--- config.mk ---
export PLATFORM = sky130hd
export DESIGN_NAME = sparsity_pattern_product_core
export DESIGN_NICKNAME = d
export VERILOG_FILES = /design/src/spp_pkg.sv /design/src/spp_front.sv /design/src/spp_queue.sv /design/src/spp_back.sv /design/src/sparsity_pattern_product_core.sv
export SDC_FILE = /design/constraint.sdc
export NUM_CORES = 1
export LEC_CHECK = 0
export BUFFER_PORTS_ARGS = -buffer_cell sky130_fd_sc_hd__buf_2
export CAP_MARGIN = 20
export CORE_MARGIN = 2
export CORE_UTILIZATION = 62
export CTS_CLUSTER_SIZE = 28
export DETAILED_ROUTE_END_ITERATION = 16
export PLACE_DENSITY = 0.79
export SYNTH_ARGS = -nofsm -noshare
export SYNTH_HDL_FRONTEND = slang
export SYNTH_SLANG_ARGS = --single-unit
--- constraint.sdc ---
create_clock -name clock -period 4.05 [get_ports clock]
set_input_delay 0.81 -clock clock [delete_from_list [all_inputs] [get_ports clock]]
set_output_delay 0.81 -clock clock [all_outputs]
set_load 0.01 [all_outputs]
--- src/spp_pkg.sv ---
`default_nettype none

package spp_pkg;

   // Count width that holds any saturated dimension up to 64.
   localparam int CNT_W        = 7;
   localparam int QUEUE_DEPTH  = 4;
   localparam int QPTR_W       = 2;
   localparam int RESULT_LIMIT = 16;

   localparam int OPCODE_W  = 2;
   localparam int ROW_W     = 4;
   localparam int COL_W     = 4;
   localparam int MASK_W    = 16;
   localparam int CFG_W     = 5;
   localparam int CSR_IDX_W = 2;

   typedef enum logic [OPCODE_W-1:0] {
      OP_LEFT    = 2'd0,
      OP_RIGHT   = 2'd1,
      OP_COMPUTE = 2'd2,
      OP_NOP     = 2'd3
   } opcode_type;

   typedef enum logic [1:0] {
      CMD_LEFT,
      CMD_RIGHT,
      CMD_COMPUTE
   } cmd_kind_type;

   typedef struct packed {
      cmd_kind_type     kind;
      logic [ROW_W-1:0] row;
      logic [COL_W-1:0] col;
   } cmd_type;

   typedef struct packed {
      logic [CNT_W-1:0] rows;
      logic [CNT_W-1:0] inner;
      logic [CNT_W-1:0] cols;
   } dims_type;

   typedef enum logic [CSR_IDX_W-1:0] {
      CSR_LEFT_ROWS  = 2'd0,
      CSR_INNER_SIZE = 2'd1,
      CSR_RIGHT_COLS = 2'd2,
      CSR_UNUSED     = 2'd3
   } csr_index_type;

   typedef enum logic {
      BACK_IDLE,
      BACK_EMIT
   } back_state_type;

endpackage

`default_nettype wire

--- src/spp_front.sv ---
`default_nettype none

module spp_front (
   input  wire logic                       accept,
   input  wire logic [spp_pkg::OPCODE_W-1:0] opcode,
   input  wire logic [spp_pkg::ROW_W-1:0]  row,
   input  wire logic [spp_pkg::COL_W-1:0]  col,
   input  wire spp_pkg::dims_type          dims,
   output logic                            push,
   output spp_pkg::cmd_type                cmd
);
   import spp_pkg::*;

   logic [CNT_W-1:0] row_ext;
   logic [CNT_W-1:0] col_ext;

   assign row_ext = CNT_W'(row);
   assign col_ext = CNT_W'(col);

   // Entries outside the configured sizes are dropped here, so that the
   // back end never sees them.
   always_comb begin
      cmd.kind = CMD_LEFT;
      cmd.row  = row;
      cmd.col  = col;
      push     = 1'b0;
      case (opcode_type'(opcode))
         OP_LEFT: begin
            push = accept && (row_ext < dims.rows) && (col_ext < dims.inner);
         end
         OP_RIGHT: begin
            cmd.kind = CMD_RIGHT;
            push     = accept && (row_ext < dims.inner) && (col_ext < dims.cols);
         end
         OP_COMPUTE: begin
            cmd.kind = CMD_COMPUTE;
            push     = accept;
         end
         default: begin
            push = 1'b0;
         end
      endcase
   end

endmodule

`default_nettype wire

--- src/spp_queue.sv ---
`default_nettype none

module spp_queue (
   input  wire logic             clock,
   input  wire logic             reset,
   input  wire logic             push,
   input  wire spp_pkg::cmd_type push_cmd,
   input  wire logic             pop,
   output spp_pkg::cmd_type      head_cmd,
   output logic                  not_empty,
   output logic                  full
);
   import spp_pkg::*;

   cmd_type             entry_ff [QUEUE_DEPTH];
   logic [QPTR_W-1:0]   wr_ptr_ff;
   logic [QPTR_W-1:0]   wr_ptr_in;
   logic [QPTR_W-1:0]   rd_ptr_ff;
   logic [QPTR_W-1:0]   rd_ptr_in;
   logic [QPTR_W:0]     count_ff;
   logic [QPTR_W:0]     count_in;

   assign head_cmd  = entry_ff[rd_ptr_ff];
   assign not_empty = (count_ff != '0);
   assign full      = (count_ff == (QPTR_W+1)'(QUEUE_DEPTH));

   always_comb begin
      wr_ptr_in = push ? wr_ptr_ff + QPTR_W'(1) : wr_ptr_ff;
      rd_ptr_in = pop  ? rd_ptr_ff + QPTR_W'(1) : rd_ptr_ff;
      count_in  = count_ff;
      if (push && !pop) begin
         count_in = count_ff + (QPTR_W+1)'(1);
      end else if (pop && !push) begin
         count_in = count_ff - (QPTR_W+1)'(1);
      end
   end

   always_ff @(posedge clock) begin
      if (reset) begin
         wr_ptr_ff <= '0;
         rd_ptr_ff <= '0;
         count_ff  <= '0;
      end else begin
         wr_ptr_ff <= wr_ptr_in;
         rd_ptr_ff <= rd_ptr_in;
         count_ff  <= count_in;
      end
   end

   always_ff @(posedge clock) begin
      if (push) begin
         entry_ff[wr_ptr_ff] <= push_cmd;
      end
   end

endmodule

`default_nettype wire

--- src/spp_back.sv ---
`default_nettype none

module spp_back #(
   parameter int MAX_ROWS  = 16,
   parameter int MAX_INNER = 16,
   parameter int MAX_COLS  = 16
) (
   input  wire logic                       clock,
   input  wire logic                       reset,
   input  wire spp_pkg::dims_type          dims,
   input  wire logic                       cmd_valid,
   input  wire spp_pkg::cmd_type           cmd,
   output logic                            cmd_pop,
   output logic                            rsp_valid,
   output logic [spp_pkg::ROW_W-1:0]       rsp_out_row,
   output logic [spp_pkg::MASK_W-1:0]      rsp_col_mask,
   output logic                            rsp_last
);
   import spp_pkg::*;

   localparam int RIDX_W = $clog2(MAX_ROWS);

   logic [MAX_INNER-1:0] left_store_ff  [MAX_ROWS];
   logic [MAX_INNER-1:0] left_store_in  [MAX_ROWS];
   logic [MAX_COLS-1:0]  right_store_ff [MAX_INNER];
   logic [MAX_COLS-1:0]  right_store_in [MAX_INNER];

   back_state_type     state_ff;
   back_state_type     state_in;
   logic [RIDX_W-1:0]  row_ff;
   logic [RIDX_W-1:0]  row_in;

   logic               rsp_valid_ff;
   logic               rsp_valid_in;
   logic [ROW_W-1:0]   rsp_out_row_ff;
   logic [ROW_W-1:0]   rsp_out_row_in;
   logic [MASK_W-1:0]  rsp_col_mask_ff;
   logic [MASK_W-1:0]  rsp_col_mask_in;
   logic               rsp_last_ff;
   logic               rsp_last_in;

   logic [CNT_W-1:0]     emit;
   logic [MAX_INNER-1:0] imask;
   logic [MAX_INNER-1:0] sel;
   logic [MAX_COLS-1:0]  cmask;
   logic [MAX_COLS-1:0]  acc;
   logic                 row_last;
   logic                 clear;

   // Result row for the current left row: OR of the selected right rows.
   always_comb begin
      emit = (dims.rows > CNT_W'(RESULT_LIMIT)) ? CNT_W'(RESULT_LIMIT) : dims.rows;
      for (int k = 0; k < MAX_INNER; k++) begin
         imask[k] = (CNT_W'(k) < dims.inner);
      end
      for (int j = 0; j < MAX_COLS; j++) begin
         cmask[j] = (CNT_W'(j) < dims.cols);
      end
      sel = left_store_ff[row_ff] & imask;
      acc = '0;
      for (int k = 0; k < MAX_INNER; k++) begin
         if (sel[k]) begin
            acc = acc | right_store_ff[k];
         end
      end
      acc      = acc & cmask;
      row_last = ((CNT_W'(row_ff) + CNT_W'(1)) == emit);
   end

   always_comb begin
      state_in        = state_ff;
      row_in          = row_ff;
      cmd_pop         = 1'b0;
      clear           = 1'b0;
      left_store_in   = left_store_ff;
      right_store_in  = right_store_ff;
      rsp_valid_in    = 1'b0;
      rsp_out_row_in  = ROW_W'(row_ff);
      rsp_col_mask_in = MASK_W'(acc);
      rsp_last_in     = row_last;
      case (state_ff)
         BACK_IDLE: begin
            if (cmd_valid) begin
               cmd_pop = 1'b1;
               case (cmd.kind)
                  CMD_LEFT: begin
                     for (int r = 0; r < MAX_ROWS; r++) begin
                        for (int c = 0; c < MAX_INNER; c++) begin
                           if ((CNT_W'(r) == CNT_W'(cmd.row)) &&
                               (CNT_W'(c) == CNT_W'(cmd.col))) begin
                              left_store_in[r][c] = 1'b1;
                           end
                        end
                     end
                  end
                  CMD_RIGHT: begin
                     for (int r = 0; r < MAX_INNER; r++) begin
                        for (int c = 0; c < MAX_COLS; c++) begin
                           if ((CNT_W'(r) == CNT_W'(cmd.row)) &&
                               (CNT_W'(c) == CNT_W'(cmd.col))) begin
                              right_store_in[r][c] = 1'b1;
                           end
                        end
                     end
                  end
                  CMD_COMPUTE: begin
                     if (emit == '0) begin
                        clear = 1'b1;
                     end else begin
                        state_in = BACK_EMIT;
                        row_in   = '0;
                     end
                  end
                  default: begin
                     cmd_pop = 1'b1;
                  end
               endcase
            end
         end
         BACK_EMIT: begin
            rsp_valid_in = 1'b1;
            if (row_last) begin
               state_in = BACK_IDLE;
               clear    = 1'b1;
            end else begin
               row_in = row_ff + RIDX_W'(1);
            end
         end
         default: begin
            state_in = BACK_IDLE;
         end
      endcase
      if (clear) begin
         for (int r = 0; r < MAX_ROWS; r++) begin
            left_store_in[r] = '0;
         end
         for (int r = 0; r < MAX_INNER; r++) begin
            right_store_in[r] = '0;
         end
      end
   end

   always_ff @(posedge clock) begin
      if (reset) begin
         state_ff     <= BACK_IDLE;
         row_ff       <= '0;
         rsp_valid_ff <= 1'b0;
         for (int r = 0; r < MAX_ROWS; r++) begin
            left_store_ff[r] <= '0;
         end
         for (int r = 0; r < MAX_INNER; r++) begin
            right_store_ff[r] <= '0;
         end
      end else begin
         state_ff       <= state_in;
         row_ff         <= row_in;
         rsp_valid_ff   <= rsp_valid_in;
         left_store_ff  <= left_store_in;
         right_store_ff <= right_store_in;
      end
   end

   always_ff @(posedge clock) begin
      rsp_out_row_ff  <= rsp_out_row_in;
      rsp_col_mask_ff <= rsp_col_mask_in;
      rsp_last_ff     <= rsp_last_in;
   end

   assign rsp_valid    = rsp_valid_ff;
   assign rsp_out_row  = rsp_out_row_ff;
   assign rsp_col_mask = rsp_col_mask_ff;
   assign rsp_last     = rsp_last_ff;

endmodule

`default_nettype wire

--- src/sparsity_pattern_product_core.sv ---
// Channel   Ports                                      Transfer when
// ------    -----------------------------------------  -----------------------
// request   start, busy, req_opcode, req_row, req_col  start high, busy low
// result    rsp_valid, rsp_out_row, rsp_col_mask,      every cycle rsp_valid
//           rsp_last                                   is high (no stall)
// config    csr_valid, csr_ready, csr_index, csr_data  csr_valid and csr_ready
//
// A load transfer is taken by the back end in its idle state; a compute is dispatched
// from the idle state and then emits its rows back to back (min(left_rows, 16) rows),
// set by the single row walk over the left store.
// A four-entry command queue lets one transfer per cycle be taken until it fills;
// busy is high exactly while the queue is full.
// Reset is synchronous and clears both pattern stores and the queue.
// Results leave the output register for one cycle each; the receiver cannot stall.
`default_nettype none

module sparsity_pattern_product_core #(
   parameter int MAX_ROWS  = 16,
   parameter int MAX_INNER = 16,
   parameter int MAX_COLS  = 16
) (
   input  wire logic                          clock,
   input  wire logic                          reset,
   input  wire logic                          start,
   output logic                               busy,
   input  wire logic [spp_pkg::OPCODE_W-1:0]  req_opcode,
   input  wire logic [spp_pkg::ROW_W-1:0]     req_row,
   input  wire logic [spp_pkg::COL_W-1:0]     req_col,
   output logic                               rsp_valid,
   output logic [spp_pkg::ROW_W-1:0]          rsp_out_row,
   output logic [spp_pkg::MASK_W-1:0]         rsp_col_mask,
   output logic                               rsp_last,
   input  wire logic                          csr_valid,
   output logic                               csr_ready,
   input  wire logic [spp_pkg::CSR_IDX_W-1:0] csr_index,
   input  wire logic [spp_pkg::CFG_W-1:0]     csr_data
);
   import spp_pkg::*;

   // Configuration registers, reset to the full sixteen.
   logic [CFG_W-1:0] left_rows_ff;
   logic [CFG_W-1:0] left_rows_in;
   logic [CFG_W-1:0] inner_size_ff;
   logic [CFG_W-1:0] inner_size_in;
   logic [CFG_W-1:0] right_cols_ff;
   logic [CFG_W-1:0] right_cols_in;

   dims_type dims;
   logic     accept;
   logic     push;
   cmd_type  push_cmd;
   cmd_type  head_cmd;
   logic     pop;
   logic     not_empty;
   logic     full;

   // The configuration port never stalls.
   assign csr_ready = 1'b1;

   always_comb begin
      left_rows_in  = left_rows_ff;
      inner_size_in = inner_size_ff;
      right_cols_in = right_cols_ff;
      if (csr_valid && csr_ready) begin
         case (csr_index_type'(csr_index))
            CSR_LEFT_ROWS:  left_rows_in  = csr_data;
            CSR_INNER_SIZE: inner_size_in = csr_data;
            CSR_RIGHT_COLS: right_cols_in = csr_data;
            default: begin
               left_rows_in = left_rows_ff;
            end
         endcase
      end
   end

   always_ff @(posedge clock) begin
      if (reset) begin
         left_rows_ff  <= CFG_W'(16);
         inner_size_ff <= CFG_W'(16);
         right_cols_ff <= CFG_W'(16);
      end else begin
         left_rows_ff  <= left_rows_in;
         inner_size_ff <= inner_size_in;
         right_cols_ff <= right_cols_in;
      end
   end

   // Register values above the store sizes saturate to those sizes.
   always_comb begin
      dims.rows  = (CNT_W'(left_rows_ff) > CNT_W'(MAX_ROWS)) ?
                   CNT_W'(MAX_ROWS) : CNT_W'(left_rows_ff);
      dims.inner = (CNT_W'(inner_size_ff) > CNT_W'(MAX_INNER)) ?
                   CNT_W'(MAX_INNER) : CNT_W'(inner_size_ff);
      dims.cols  = (CNT_W'(right_cols_ff) > CNT_W'(MAX_COLS)) ?
                   CNT_W'(MAX_COLS) : CNT_W'(right_cols_ff);
   end

   assign busy   = full;
   assign accept = start && !busy;

   // Front end: range checks happen at transfer time, against the sizes
   // in force then.
   spp_front u_front (
      .accept (accept),
      .opcode (req_opcode),
      .row    (req_row),
      .col    (req_col),
      .dims   (dims),
      .push   (push),
      .cmd    (push_cmd)
   );

   spp_queue u_queue (
      .clock     (clock),
      .reset     (reset),
      .push      (push),
      .push_cmd  (push_cmd),
      .pop       (pop),
      .head_cmd  (head_cmd),
      .not_empty (not_empty),
      .full      (full)
   );

   // Back end: owns both pattern stores and walks the rows of a product.
   spp_back #(
      .MAX_ROWS  (MAX_ROWS),
      .MAX_INNER (MAX_INNER),
      .MAX_COLS  (MAX_COLS)
   ) u_back (
      .clock        (clock),
      .reset        (reset),
      .dims         (dims),
      .cmd_valid    (not_empty),
      .cmd          (head_cmd),
      .cmd_pop      (pop),
      .rsp_valid    (rsp_valid),
      .rsp_out_row  (rsp_out_row),
      .rsp_col_mask (rsp_col_mask),
      .rsp_last     (rsp_last)
   );

endmodule

`default_nettype wire

==> results of run 1 <==
[Yosys cell counts, types with 21 or more instances]
| cell | count | area (µm²) |
|---|---|---|
| a22o_1 | 22 | 193 |
| nor2_2 | 33 | 206 |
| edfxtp_1 | 40 | 1200 |
| clkbuf_1 | 71 | 267 |
| a22oi_1 | 56 | 420 |
| nand2_1 | 57 | 214 |
| dfxtp_1 | 563 | 11300 |
| buf_2 | 97 | 485 |
| nor2_1 | 565 | 2120 |
| mux2i_1 | 90 | 901 |
| nand2b_1 | 21 | 131 |
| a21oi_1 | 544 | 2720 |
| a222oi_1 | 35 | 350 |
| mux4_2 | 32 | 721 |
[metal layers]
layer	up-vias	global-route usage [%]	share of wire, %
met5	-	0	0
met4	0	19.7	5.7
met3	286	6.75	11
met2	1305	55.6	45
met1	9669	44.0	38
li1	9032	-	-
[state kept, by name, indices dropped and copies added (netlist names), named ones only]
name and cells:
u_queue.entry_ff 40, u_queue.rd_ptr_ff 2, u_back.state_ff 1, u_back.right_store_ff 256, u_back.left_store_ff 256, u_back.row_ff 4
u_back.rsp_col_mask 16, right_cols_ff 5, left_rows_ff 5, u_back.rsp_valid 1, u_back.rsp_out_row 4, u_queue.wr_ptr_ff 2
inner_size_ff 5, u_queue.count_ff 3, u_back.rsp_last 1
[cell type report]
| type | count | area [µm²] |
|---|---|---|
| sequential | 603 | 12500 |
| tap | 518 | 648 |
| inverter | 19 | 71.3 |
| clock buffer | 86 | 1770 |
| fill | 2826 | 11700 |
| multi-input combinational | 1733 | 10400 |
| clock inverter | 22 | 328 |
| timing repair buffer | 142 | 1050 |
[worst min-delay path by stage]
stage / cells past startpoint / slack [ps] / startpoint / endpoint
2_1_floorplan: 0 / 330 / u_back.row_ff[2]$_SDFFE_PP0P_ / u_back.rsp_out_row[2]$_DFF_P_
3_3_place_gp: 2 / 440 / u_back.left_store_ff[163]$_SDFFE_PP0P_ / u_back.left_store_ff[163]$_SDFFE_PP0P_
3_5_place_dp: 2 / 450 / u_back.left_store_ff[128]$_SDFFE_PP0P_ / u_back.left_store_ff[128]$_SDFFE_PP0P_
4_1_cts: 1 / 400 / req_col[0] / u_queue.entry_ff[1][0]$_DFFE_PP_
5_1_grt: 1 / 430 / req_col[0] / u_queue.entry_ff[1][0]$_DFFE_PP_
6_report: 1 / 420 / req_col[0] / u_queue.entry_ff[1][0]$_DFFE_PP_
[through the flow]
step / cell area [µm²] / hold slack (ps) / total power [mW]
floorplan: 24000 / 332 / 7.39
global placement: 24700 / 440 / 7.88
detailed placement: 24700 / 449 / 7.92
CTS: 26800 / 403 / 13.7
global route: 26800 / 428 / 14.0
finish: 26800 / 425 / 13.7
[cells by family (layout without fill, tap and decap cells)]
logic type	Yosys count	after routing	synth area share [%]
compound gates	771	771	19.6
xor+xnor	10	10	0.422
fa+ha+maj	19	19	1.02
other cells	1	1	0.0156
flops	603	603	51.9
mux	137	137	7.47
simple gates	795	795	14.6
buf+inv	225	269	5.03
[power breakdown]
group / switching, mW / total [mW] / internal (mW)
logic: 1.23 / 1.68 / 0.452
clock network: 2.34 / 5.81 / 3.47
registers: 0.0891 / 6.17 / 6.08
==> results.toml, run 1 <==
[power]
leakage_nw = 9.69
powerDensity_mw_per_mm2 = 511
irDropWorstVdd_mv = 0.406

[sta]
min_period_over_period_pct = 86.1
setup_slack_ps = 563
fmax_ghz = 0.287
fin_skew_ps = 17.9
setup_violations = 0
finalSetupTns_ps = 0
hold_violations = 0
worstMarginPinSlew_ps = 1220
rsz0062_at_grt = "no"
maxSlewViolCount = 0
slew_headroom_pct = 18.6
fin_crit_ps = 3490

[status]
status = "finished, final reports clean"

[clock_tree]
post_cts_buffers = 0
cts_resized = 0
cts.clk_slew.worst_paths_ps = 60
clkLatencyLatePin_ps = 640
cts_tree = "done"
cts_root_buffer = "clkbuf_16"
htreeDepth = 2
cts.sinks = 603
cts_made_buffers = 59
clockBufferDepth = 3
hold_buffers = 0

[final_layout]
layout_commonest_cell = "dfxtp_1"
final_cell_mix = "560 x dfxtp_1, 549 x nor2_1, 544 x a21oi_1"
drive_gt1_share_pct = 14.4
antenna_cells = 0
finish.net_count = 2598
layout.cells.non_filler = 3123
final_core_util_pct = 69.5
area_growth_pct = 11.4

[logic_synthesis]
netlist_area_mm2 = 0.0240
synth-seq-cells = 603
synthArstFlopShare_pct = 0
ys_seq_area_share_pct = 51.9
synth_fp_nets = 2601
netlist_instances = 2561
synth.yosys.warnings = 0
synth_cell_types = 91
synth-edff-count = 40
postSynthAreaPerCell_um2 = 9.38
synth_flop_cell = "dfxtp_1"

[floorplanning]
start_util_pct = 62.4
die_y_um = 201
fp-row-count = 72
core_region_area_mm2 = 0.0385
io_pins = 45
die_x_um = 201
dieArea_mm2 = 0.0403

[critical_path]
max_stage_delay_ps = 480
crit_chain = "nand2b_1 -> ha_1 -> nand4b_1 -> a21oi_1 -> a2111oi_0 -> o221a_2 -> o31ai_1 -> inv_1 -> ha_1 -> inv_1 -> fa_1 -> xor2_1 -> or3_1 -> a21oi_1"
crit_arrival_ps = 4050
cp-end-kind = "register"
crit_cells = 14
required_ps = 4610
critPathBufInv = 2
path_max_fanout = 8
cp-start-kind = "register"
r2r_end = "u_queue.count_ff[2]$_SDFFE_PP0P_"
critical_path_class = "register to register"
cpMaxStageDelayCell = "dfxtp_1"
crit_end = "u_queue.count_ff[2]$_SDFFE_PP0P_"
ff2ff_path_depth = 14
worst-r2r-setup-slack_ps = 560
startpoint = "inner_size_ff[4]$_SDFFE_PP1P_"
r2r-start = "inner_size_ff[4]$_SDFFE_PP1P_"
cp_top_family = "compound AO/OA/AOI/OAI gates"

[place]
io_buffers = 43
gp_congestion = 0.902
place_hpwl_um = 44200
dpl.cell_count = 3015
pre_cts_slack_ps = 333

[global_route]
grt_pass1_wl_um = 110000
antenna_found_initial = 0
grt.overflow.total = 0
grt_pass1_vias = 19700
grt_max_degree = 148
grt_usage_pct = 34.6

[route]
dr.pass1.iters = 8
vias_per_cell = 6.50
ant_nets = 0
vias = 20300
wl_per_cell_um = 22.7
drt_iter0_markers = 2792
finalWirelength_um = 70900
drc = 0

[flow_run]
cap_violations = 0

[worst_hold_path]
hp-class = "primary input to register"
No activity file was read; power rests on OpenSTA's default activity.
==> inputs of run 2 (changes only) <==
SLEW_MARGIN = 0   (was not set)
SYNTH_HIERARCHICAL = 1   (was not set)
==> run 2 against run 1 <==
Effect of this change:
- final cell count up 2.4%
- worst setup slack worse by 200 ps
- clock power about the same
- register-to-register slack worse by 200 ps
- wire length is 0.51% higher
- sequential share of layout area is 0.058 points lower
- clock-buffer cell count shrank 7
- first-iteration DRC count fell by 10%
- sequential cell count unchanged
- via count up 0.82%
- critical path type unchanged
- largest power group unchanged
==> results.toml, run 2 <==
[floorplanning]
core_region_area_mm2 = 0.0378
fp-row-count = 71
dieArea_mm2 = 0.0400
die_x_um = 200
io_pins = 45
die_y_um = 200
start_util_pct = 63.1

[final_layout]
final_cell_mix = "582 x nor2_1, 560 x dfxtp_1, 545 x a21oi_1"
drive_gt1_share_pct = 11.4
finish.net_count = 2674
reg_top3 = "u_back/left_store_ff (256), u_back/right_store_ff (256), u_queue/entry_ff (40)"
layout_commonest_cell = "nor2_1"
nFillCells = 2723
area_growth_pct = 12.4
layout.cells.non_filler = 3197

[route]
dr_wl_met2_um = 32100
finalWirelength_um = 71300
wl_met1_um = 27300
drc = 0
met3_length_um = 7930
vias_per_cell = 6.40
ant_nets = 0
vias = 20500
dr.pass1.iters = 9
wl_per_cell_um = 22.3
top_layer_used = "met5"
drt_iter0_markers = 2513

[worst_hold_path]
hold_depth = 1
hp-class = "primary input to register"

[power]
irDropWorstVdd_mv = 0.492
leakage_nw = 9.64
powerDensity_mw_per_mm2 = 539

[clock_tree]
cts_made_buffers = 59
cts_tree = "done"
hold_buffers = 0
clockBufferDepth = 3
cts_resized = 0
cts.clk_slew.worst_paths_ps = 60
cts_root_buffer = "clkbuf_16"
post_cts_buffers = 0
htreeDepth = 2
clkLatencyLatePin_ps = 640
cts.sinks = 603

[place]
pre_cts_slack_ps = 506
io_buffers = 43
gp_congestion = 0.898
place_hpwl_um = 43100
dpl.cell_count = 3084

[logic_synthesis]
netlist_area_mm2 = 0.0238
synth.top_cell.area_share_pct = 47.3
synth_area_leaders = "dfxtp_1 47%, a21oi_1 11%, nor2_1 9.3%"
synth_cell_types = 79
yosysTopAreaCell = "dfxtp_1"
synthArstFlopShare_pct = 0
synth_flop_cell = "dfxtp_1"
yosys-top-cells-count = "591 x nor2_1, 563 x dfxtp_1, 545 x a21oi_1"
netlist_instances = 2618
yosysMostFrequentCell = "nor2_1"
synth-edff-count = 40
postSynthAreaPerCell_um2 = 9.10
synth-seq-cells = 603
synth.yosys.warnings = 6
ys_seq_area_share_pct = 52.4

[critical_path]
crit_arrival_ps = 4240
critical_path_class = "register to register"
cp_top_family = "adder cells"
path_max_fanout = 9
ff2ff_path_depth = 12
cp-end-kind = "register"
required_ps = 4610
crit_cells = 12
crit_chain = "nor2b_1 -> inv_1 -> ha_1 -> o21ai_0 -> a21oi_1 -> o311ai_1 -> ha_1 -> inv_1 -> fa_1 -> xor2_1 -> or3_1 -> a21oi_1"
cp-start-kind = "register"
cpMaxStageDelayCell = "nor2b_1"
critPathBufInv = 2
max_stage_delay_ps = 600

[flow_run]
cap_violations = 0

[sta]
finalSetupTns_ps = 0
fin_skew_ps = 24.6
fmax_ghz = 0.272
setup_violations = 0
fin_crit_ps = 3680
maxSlewViolCount = 0
rsz0062_at_grt = "no"
setup_slack_ps = 367
worstMarginPinSlew_ps = 1220
hold_violations = 0
slew_headroom_pct = 18.9
min_period_over_period_pct = 90.9

[global_route]
grt_max_degree = 135
grt.overflow.total = 0
grt_pass1_vias = 19800
grt_usage_pct = 35.7
antenna_found_initial = 1
grt_pass1_wl_um = 109000

[status]
status = "finished, final reports clean"
[run 2: metrics by stage]
| step | hold WS (ps) | utilization, % | cell area [µm²] | total power [mW] |
|---|---|---|---|---|
| after floorplan | 352 | - | 23900 | 7.67 |
| after global placement | 440 | 65.4 | 24700 | 8.58 |
| after detailed placement | 448 | 65.4 | 24700 | 8.62 |
| after CTS | 416 | 70.9 | 26800 | 14.3 |
| after global routing | 433 | 70.9 | 26800 | 14.8 |
| final | 439 | 70.9 | 26800 | 14.4 |
[run 2: cells by family (layout without fill, tap and decap cells)]
family | Yosys count | in the layout | synth area share (%)
xor+xnor | 9 | 9 | 0.331
other cells | 2 | 20 | 0.0315
mux | 137 | 137 | 7.25
buf+inv | 254 | 304 | 5.06
flops | 603 | 603 | 52.4
compound gates | 782 | 782 | 19.3
simple gates | 812 | 812 | 14.6
fa+ha+maj | 19 | 19 | 1.03
[run 2: worst paths after layout]
kind,startpoint,end,slack [ps]
max,inner_size_ff[4]$_SDFFE_PP1P_,u_queue/count_ff[2]$_SDFFE_PP0P_,370
min,req_col[1],u_queue/entry_ff[0][1]$_DFFE_PP_,440
min reg2reg,u_back/left_store_ff[248]$_SDFFE_PP0P_,u_back/left_store_ff[248]$_SDFFE_PP0P_,460
max reg2reg,inner_size_ff[4]$_SDFFE_PP1P_,u_queue/count_ff[2]$_SDFFE_PP0P_,370
[run 2: power by group]
group          total (mW)  internal (mW)  switching, mW
Clock                5.81           3.43           2.37
Sequential           6.25           6.11          0.136
Combinational        2.38          0.570           1.81
Total                14.4           10.1           4.32
[run 2: final cells by class]
type	count	area, µm²	share of cell area [%]
inverters	49	184	0.687
clock inverters	33	425	1.59
flip-flops and latches	603	12500	46.6
well taps	511	639	2.39
clock buffers	79	1640	6.14
repair buffers	143	1090	4.08
multi-input cells	1778	10300	38.5
diodes	1	2.50	0.00935
[run 2: per-layer routing]
metal	track usage [%]	vias to the layer above
met4	20.2	4
met3	8.00	281
met5	0.864	-
met1	45.3	9763
li1	-	9195
met2	56.4	1216
